**src/rtl/core/lkst_pkg.sv**
```systemverilog
// ----------------------------------------------------------------------------
// lkst_pkg
// Shared types and sizes for the LRU keyed slot table.
// ----------------------------------------------------------------------------
`timescale 1ns / 1ps

package lkst_pkg;

  localparam int unsigned SLOTS      = 16;
  localparam int unsigned KEY_BITS   = 64;
  localparam int unsigned IDX_W      = (SLOTS > 1) ? $clog2(SLOTS) : 1;
  localparam int unsigned RANK_W     = IDX_W;
  localparam int unsigned CNT_W      = $clog2(SLOTS + 1);

  // fixed field widths of the request / result words
  localparam int unsigned KEY_FIELD_W  = 64;
  localparam int unsigned SLOT_FIELD_W = 4;

  typedef struct packed {
    logic [KEY_FIELD_W-1:0] key;
    logic                   allocate_on_miss;
  } req_t;

  typedef struct packed {
    logic                    hit;
    logic                    granted;
    logic [SLOT_FIELD_W-1:0] slot_index;
    logic                    allocated;
    logic                    replaced_valid;
  } res_t;

  // rippled along the row of cells, lowest index first
  typedef struct packed {
    logic              hit;
    logic [IDX_W-1:0]  hit_idx;
    logic [RANK_W-1:0] hit_rank;
    logic              emp;
    logic [IDX_W-1:0]  emp_idx;
    logic              lru;
    logic [IDX_W-1:0]  lru_idx;
  } scan_t;

  // broadcast update for one request
  typedef struct packed {
    logic              en;
    logic [IDX_W-1:0]  sel;
    logic [RANK_W-1:0] old_rank;
    logic [RANK_W-1:0] top;
    logic              dec;
    logic              write;
  } upd_t;

  typedef enum logic [1:0] {
    S_IDLE,
    S_LOOK,
    S_UPD
  } state_e;

endpackage

```
**src/rtl/core/lkst_cell.sv**
```systemverilog
// ----------------------------------------------------------------------------
// lkst_cell
// One slot: valid bit, key and recency rank. Compares the broadcast key,
// adds its vote to the priority chain and applies the broadcast update.
// ----------------------------------------------------------------------------
`timescale 1ns / 1ps

module lkst_cell (
  input  logic                          clk_i,
  input  logic                          rst_ni,
  input  logic [lkst_pkg::IDX_W-1:0]    idx_i,
  input  logic [lkst_pkg::KEY_BITS-1:0] key_i,
  input  lkst_pkg::upd_t                upd_i,
  input  lkst_pkg::scan_t               scan_i,
  output lkst_pkg::scan_t               scan_o
);

  localparam logic [lkst_pkg::RANK_W-1:0] RANK_ONE = lkst_pkg::RANK_W'(1);

  logic                          valid_q, valid_d;
  logic [lkst_pkg::RANK_W-1:0]   rank_q, rank_d;
  logic [lkst_pkg::KEY_BITS-1:0] key_q;

  logic my_hit, my_emp, my_lru, sel;

  assign my_hit = valid_q && (key_q == key_i) && !scan_i.hit;
  assign my_emp = !valid_q && !scan_i.emp;
  // with a full table the ranks are distinct, so rank zero is the victim
  assign my_lru = valid_q && (rank_q == '0) && !scan_i.lru;

  always_comb begin
    scan_o          = scan_i;
    scan_o.hit      = scan_i.hit | my_hit;
    scan_o.hit_idx  = my_hit ? idx_i : scan_i.hit_idx;
    scan_o.hit_rank = my_hit ? rank_q : scan_i.hit_rank;
    scan_o.emp      = scan_i.emp | my_emp;
    scan_o.emp_idx  = my_emp ? idx_i : scan_i.emp_idx;
    scan_o.lru      = scan_i.lru | my_lru;
    scan_o.lru_idx  = my_lru ? idx_i : scan_i.lru_idx;
  end

  assign sel = upd_i.en && (upd_i.sel == idx_i);

  always_comb begin
    valid_d = valid_q;
    rank_d  = rank_q;
    if (sel) begin
      valid_d = 1'b1;
      rank_d  = upd_i.top;
    end else if (upd_i.en && upd_i.dec && valid_q && (rank_q > upd_i.old_rank)) begin
      rank_d  = rank_q - RANK_ONE;
    end
  end

  always_ff @(posedge clk_i or negedge rst_ni) begin
    if (!rst_ni) begin
      valid_q <= 1'b0;
      rank_q  <= '0;
    end else begin
      valid_q <= valid_d;
      rank_q  <= rank_d;
    end
  end

  always_ff @(posedge clk_i) begin
    if (sel && upd_i.write) begin
      key_q <= key_i;
    end
  end

endmodule

```
**src/rtl/core/lkst_ctrl.sv**
```systemverilog
// ----------------------------------------------------------------------------
// lkst_ctrl
// Request sequencer: latches the word, turns the chain outcome into a
// slot update and a result, tracks the fill count.
// ----------------------------------------------------------------------------
`timescale 1ns / 1ps

module lkst_ctrl (
  input  logic                          clk_i,
  input  logic                          rst_ni,
  input  logic                          start,
  output logic                          busy,
  input  lkst_pkg::req_t                req_i,
  input  lkst_pkg::scan_t               scan_i,
  output logic [lkst_pkg::KEY_BITS-1:0] key_o,
  output lkst_pkg::upd_t                upd_o,
  output logic                          done_o,
  output lkst_pkg::res_t                res_o
);

  localparam logic [lkst_pkg::CNT_W-1:0]  CNT_ONE  = lkst_pkg::CNT_W'(1);
  localparam logic [lkst_pkg::RANK_W-1:0] RANK_TOP = lkst_pkg::RANK_W'(lkst_pkg::SLOTS - 1);

  lkst_pkg::state_e              state_q, state_d;
  logic [lkst_pkg::KEY_BITS-1:0] key_q;
  logic                          alloc_q;
  logic [lkst_pkg::CNT_W-1:0]    count_q, count_d;
  lkst_pkg::upd_t                upd_q, upd_d;
  lkst_pkg::res_t                res_q, res_d;
  logic                          accept;

  assign accept = start && !busy;

  // next state
  always_comb begin
    state_d = state_q;
    case (state_q)
      lkst_pkg::S_IDLE: if (start) state_d = lkst_pkg::S_LOOK;
      lkst_pkg::S_LOOK: state_d = lkst_pkg::S_UPD;
      lkst_pkg::S_UPD: begin
        // update lands at the end of this cycle, so a new word may enter now
        state_d = start ? lkst_pkg::S_LOOK : lkst_pkg::S_IDLE;
      end
      default: state_d = lkst_pkg::S_IDLE;
    endcase
  end

  // outputs
  always_comb begin
    busy   = (state_q == lkst_pkg::S_LOOK);
    done_o = (state_q == lkst_pkg::S_UPD);
    res_o  = res_q;
    key_o  = key_q;
    upd_o  = upd_q;
    upd_o.en = upd_q.en && (state_q == lkst_pkg::S_UPD);
  end

  // decision from the chain outcome
  always_comb begin
    upd_d   = '0;
    res_d   = '0;
    count_d = count_q;
    if (scan_i.hit) begin
      upd_d.en       = 1'b1;
      upd_d.sel      = scan_i.hit_idx;
      upd_d.old_rank = scan_i.hit_rank;
      upd_d.top      = lkst_pkg::RANK_W'(count_q - CNT_ONE);
      upd_d.dec      = 1'b1;
      res_d.hit        = 1'b1;
      res_d.granted    = 1'b1;
      res_d.slot_index = lkst_pkg::SLOT_FIELD_W'(scan_i.hit_idx);
    end else if (alloc_q) begin
      upd_d.en    = 1'b1;
      upd_d.write = 1'b1;
      res_d.granted   = 1'b1;
      res_d.allocated = 1'b1;
      if (scan_i.emp) begin
        upd_d.sel = scan_i.emp_idx;
        upd_d.top = lkst_pkg::RANK_W'(count_q);
        count_d   = count_q + CNT_ONE;
        res_d.slot_index = lkst_pkg::SLOT_FIELD_W'(scan_i.emp_idx);
      end else begin
        upd_d.sel      = scan_i.lru_idx;
        upd_d.old_rank = '0;
        upd_d.top      = RANK_TOP;
        upd_d.dec      = 1'b1;
        res_d.replaced_valid = 1'b1;
        res_d.slot_index     = lkst_pkg::SLOT_FIELD_W'(scan_i.lru_idx);
      end
    end
  end

  always_ff @(posedge clk_i or negedge rst_ni) begin
    if (!rst_ni) begin
      state_q <= lkst_pkg::S_IDLE;
      count_q <= '0;
      upd_q   <= '0;
    end else begin
      state_q <= state_d;
      if (state_q == lkst_pkg::S_LOOK) begin
        count_q <= count_d;
        upd_q   <= upd_d;
      end
    end
  end

  always_ff @(posedge clk_i) begin
    if (accept) begin
      key_q   <= req_i.key[lkst_pkg::KEY_BITS-1:0];
      alloc_q <= req_i.allocate_on_miss;
    end
    if (state_q == lkst_pkg::S_LOOK) begin
      res_q <= res_d;
    end
  end

  a_done_follows: assert property (@(posedge clk_i) disable iff (!rst_ni)
    accept |=> ##1 done_o) else $error("result strobe missing after accept");

  a_count_range: assert property (@(posedge clk_i) disable iff (!rst_ni)
    count_q <= lkst_pkg::CNT_W'(lkst_pkg::SLOTS)) else $error("fill count overflow");

  a_hit_alloc_excl: assert property (@(posedge clk_i) disable iff (!rst_ni)
    done_o |-> !(res_o.hit && res_o.allocated)) else $error("hit and allocate both set");

  a_grant_cause: assert property (@(posedge clk_i) disable iff (!rst_ni)
    done_o && res_o.granted |-> (res_o.hit || res_o.allocated))
    else $error("grant without hit or allocation");

  a_evict_full: assert property (@(posedge clk_i) disable iff (!rst_ni)
    done_o && res_o.replaced_valid |-> res_o.allocated &&
      (count_q == lkst_pkg::CNT_W'(lkst_pkg::SLOTS)))
    else $error("eviction while table not full");

endmodule

```
**src/rtl/core/lru_keyed_slot_table_core.sv**
```systemverilog
// ----------------------------------------------------------------------------
// lru_keyed_slot_table_core
// A word accepted at an edge passes through S_LOOK, the compare and priority
// chain through the row of slot cells, then S_UPD, which applies the rank
// update and raises the result strobe; a new word may enter during S_UPD.
// busy is high only in the compare cycle. Reset empties every slot at once.
// ----------------------------------------------------------------------------
`timescale 1ns / 1ps

module lru_keyed_slot_table_core (
  input  logic           clk_i,
  input  logic           rst_ni,
  input  logic           start,
  output logic           busy,
  input  lkst_pkg::req_t req_i,
  output logic           done_o,
  output lkst_pkg::res_t res_o
);

  logic [lkst_pkg::KEY_BITS-1:0] key;
  lkst_pkg::upd_t                upd;
  lkst_pkg::scan_t               chain [lkst_pkg::SLOTS+1];

  assign chain[0] = '0;

  for (genvar i = 0; i < lkst_pkg::SLOTS; i++) begin : g_cell
    lkst_cell u_cell (
      .clk_i  (clk_i),
      .rst_ni (rst_ni),
      .idx_i  (lkst_pkg::IDX_W'(i)),
      .key_i  (key),
      .upd_i  (upd),
      .scan_i (chain[i]),
      .scan_o (chain[i+1])
    );
  end

  lkst_ctrl u_ctrl (
    .clk_i  (clk_i),
    .rst_ni (rst_ni),
    .start  (start),
    .busy   (busy),
    .req_i  (req_i),
    .scan_i (chain[lkst_pkg::SLOTS]),
    .key_o  (key),
    .upd_o  (upd),
    .done_o (done_o),
    .res_o  (res_o)
  );

endmodule

```
**config.mk**
```make
export PLATFORM = sky130hd
export DESIGN_NAME = lru_keyed_slot_table_core
export DESIGN_NICKNAME = d
export VERILOG_FILES = /design/src/rtl/core/lkst_pkg.sv /design/src/rtl/core/lkst_cell.sv /design/src/rtl/core/lkst_ctrl.sv /design/src/rtl/core/lru_keyed_slot_table_core.sv
export SDC_FILE = /design/constraint.sdc
export NUM_CORES = 2
export LEC_CHECK = 0
export BUFFER_PORTS_ARGS = -buffer_cell sky130_fd_sc_hd__buf_4
export CAP_MARGIN = 40
export CORE_ASPECT_RATIO = 0.9
export CORE_MARGIN = 4
export CORE_UTILIZATION = 64
export DETAILED_ROUTE_END_ITERATION = 8
export MAX_ROUTING_LAYER = met4
export PLACE_DENSITY = 0.89
export REMOVE_ABC_BUFFERS = 1
export SLEW_MARGIN = 20
export SYNTH_ARGS = -nofsm -noshare
export SYNTH_HDL_FRONTEND = slang
export SYNTH_HIERARCHICAL = 1
export SYNTH_SLANG_ARGS = --single-unit
```
**constraint.sdc**
```tcl
create_clock -name clk_i -period 7.3 [get_ports clk_i]
set_input_delay 1.095 -clock clk_i [delete_from_list [all_inputs] [get_ports clk_i]]
set_output_delay 1.095 -clock clk_i [all_outputs]
set_load 0.05 [all_outputs]
```
==> reports/results.ini <==
[power_and_ir_drop]
switching_share_pct=26.5
switchingPower_w=0.00429
vdd_drop_max_v=0.000259
finalPower_w=0.0162
internal_power_w=0.0119
cellLeakagePower_nw=23.0
comb_power_share_pct=13.8
power.share.clock_pct=35.1
p_per_area_mw_per_mm2=247
p_seq_share_pct=51.1

[floorplanning]
core_mm2=0.0894
die_y_um=293
initial_utilization_pct=64.5
io_pins=78
dieArea_mm2=0.0949
fp-row-count=104
chipWidth_um=324

[job]
maxCapViolCount=0

[grt]
use_met3_pct=5.45
grt_pass1_wl_um=217000
grt_pass1_vias=35600
gr-usage-met2_pct=47.5
grt_max_degree=57
use_met1_pct=42.6
gr-max-usage-layer=met2
antenna_found_initial=3
globalRouteOverflowTotal=0
track_usage_pct=31.3

[timing]
fmax_ghz=0.144
finalSetupTns_ns=0
setup_viol=0
drv_slew=0
fin_crit_ns=6.97
fin_worst_skew_ns=0.0320
hold_viol=0
period_share_pct=95.4
holdWs_ns=0.446
tightestPinTransition_ns=0.975
slew-limit-headroom_pct=33.3
rsz0062_at_grt=false

[cts]
cts_resized=0
post-cts-setup-buffers=0
cts_hold_buf=0
clkLatencyLatePin_ns=0.70
h-tree-depth=3
clkSinkCount=1198
cts.root.buffer_cell=clkbuf_16
cts_buffer_depth=3
cts_tree=yes
clk_pin_slew_ns=0.06
numCtsBuffers=115

[setup_path]
setup.worst_path.end_class=register
rr_endpoint=u_ctrl/upd_o[10]
r2r_slack_ns=0.33
worstSetupStartpointType=register
reg2reg_depth=24
critPathRequiredTime_ns=7.86
cp.arrival_ns=7.53
criticalPathCategory=register to register
r2r_start=u_ctrl/key_o[55]
cpMaxStageDelayCell=nor4_1
cp_cell_sequence=xnor2_1 > nand4_1 > nor4_1 > nand4_1 > o21bai_1 > or3_1 > mux2_4 > mux2_4 > mux2_4 > mux2_4 > mux2_4 > mux2_4 > mux2_4 > mux2_4 > mux2_4 > mux2_4 > mux2_4 > mux2_4 > mux2_4 > mux2_4 > mux2_4 > nand2_1 > o21ai_0 > mux2_2
critPathTopFamily=multiplexers
slowest_delay_ns=0.70
cp_num_buf_inv=0
cp.depth=24
critPathMaxFanout=14
crit_path_frequent_cell=mux2_4

[layout]
drive_gt1_share_pct=14.9
fin_nets=4762
syn2layout_area_growth_pct=13.7

[routing]
avgViaCountPerCell=6.11
antenna_left=0
drc_errors=0
routed_wl_um=144000
drt_iter0_markers=4250
vias=35800
dr.pass1.iters=6
wire_per_inst_um=24.6

[min_path]
hold_path.class=primary input to asynchronous set/reset pin

[yosys]
yosysWarningCount=6
netlist_instances=3994
synth_area_mm2=0.0576
avgSynthCellArea_um2=14.4

[place]
io_buffers=77
dpl.hpwl_um=95200
gp_congestion=0.918

[outcome]
outcome=completed

## how the worst max path moves through the flow
stage	startpoint	to	slack, ns
final	u_ctrl/key_o[55]	u_ctrl/upd_o[10]	0.33
after global routing	u_ctrl/key_o[55]	u_ctrl/upd_o[10]	0.19
after CTS	u_ctrl/key_o[55]	u_ctrl/upd_o[10]	0.39
after detailed placement	u_ctrl/key_o[55]	u_ctrl/upd_o[10]	0.47
after global placement	u_ctrl/key_o[55]	u_ctrl/upd_o[10]	0.60
after floorplan	u_ctrl/key_o[40]	u_ctrl/upd_o[10]	0.68
## power by group through the flow
stage / clock network, W / logic, W / registers [W]
final: 0.00568 / 0.00223 / 0.00827
after global routing: 0.00601 / 0.00245 / 0.00829
after CTS: 0.00572 / 0.00217 / 0.00826
after detailed placement: 0 / 0.00213 / 0.00840
after global placement: 0 / 0.00195 / 0.00843
after floorplan: 0 / 0.00140 / 0.00832
## placed cells by master, fill, tap and decap left out, drive strengths merged, types with 17 or more instances in the layout
cell type	count
conb	278
and2	18
buf	243
inv	262
o211ai	22
mux2i	20
nand2	109
nor2	69
o2111ai	32
nand2b	114
clkinv	55
o21ai	79
edfxtp	1097
nor4	94
dfrtp	101
or2	17
xor2	123
o21a	32
mux2	283
nand3	25
o22ai	64
nor2b	146
clkbuf	149
xnor2	793
a2111o	32
nand4	219
nor3	19
ha	98
## state kept, by name, summed over array words and instances, names as in the netlist
name                   flops
g_cell.u_cell/key_q     1024
g_cell.u_cell/rank_q      64
u_ctrl/key_o              64
g_cell.u_cell/valid_q     16
u_ctrl/upd_o              14
u_ctrl/res_o               8
u_ctrl/count_q             4
u_ctrl/state_q             2
u_ctrl/alloc_q             1
u_ctrl/upd_q               1
## stage by stage
step	utilization, %	instance area (um2)	worst slack, ns	cells
4_1_cts	73.2	65500	0.393	5852
3_3_place_gp	68.7	61400	0.598	5612
6_report	73.3	65500	0.334	5863
5_1_grt	73.3	65500	0.192	5862
2_1_floorplan	-	58300	0.678	4234
3_5_place_dp	69.3	61900	0.470	5638
## area by class of cell
type	instances	area, um2
multi-input combinational	2776	21900
clock buffer	148	3000
clock inverter	66	543
antenna	4	10.0
fill	5117	23900
tap	1166	1460
timing repair buffer	245	2140
sequential	1198	35500
inverter	260	976
## routing by layer
metal,wire length (um),part of all wire (%),vias to the layer above
met3,15400,11,387
li1,-,-,15600
met2,67300,47,2063
met4,5950,4.1,0
met5,0,0,-
met1,55600,39,17800
Note: power is estimated with default switching activity, not from simulation.
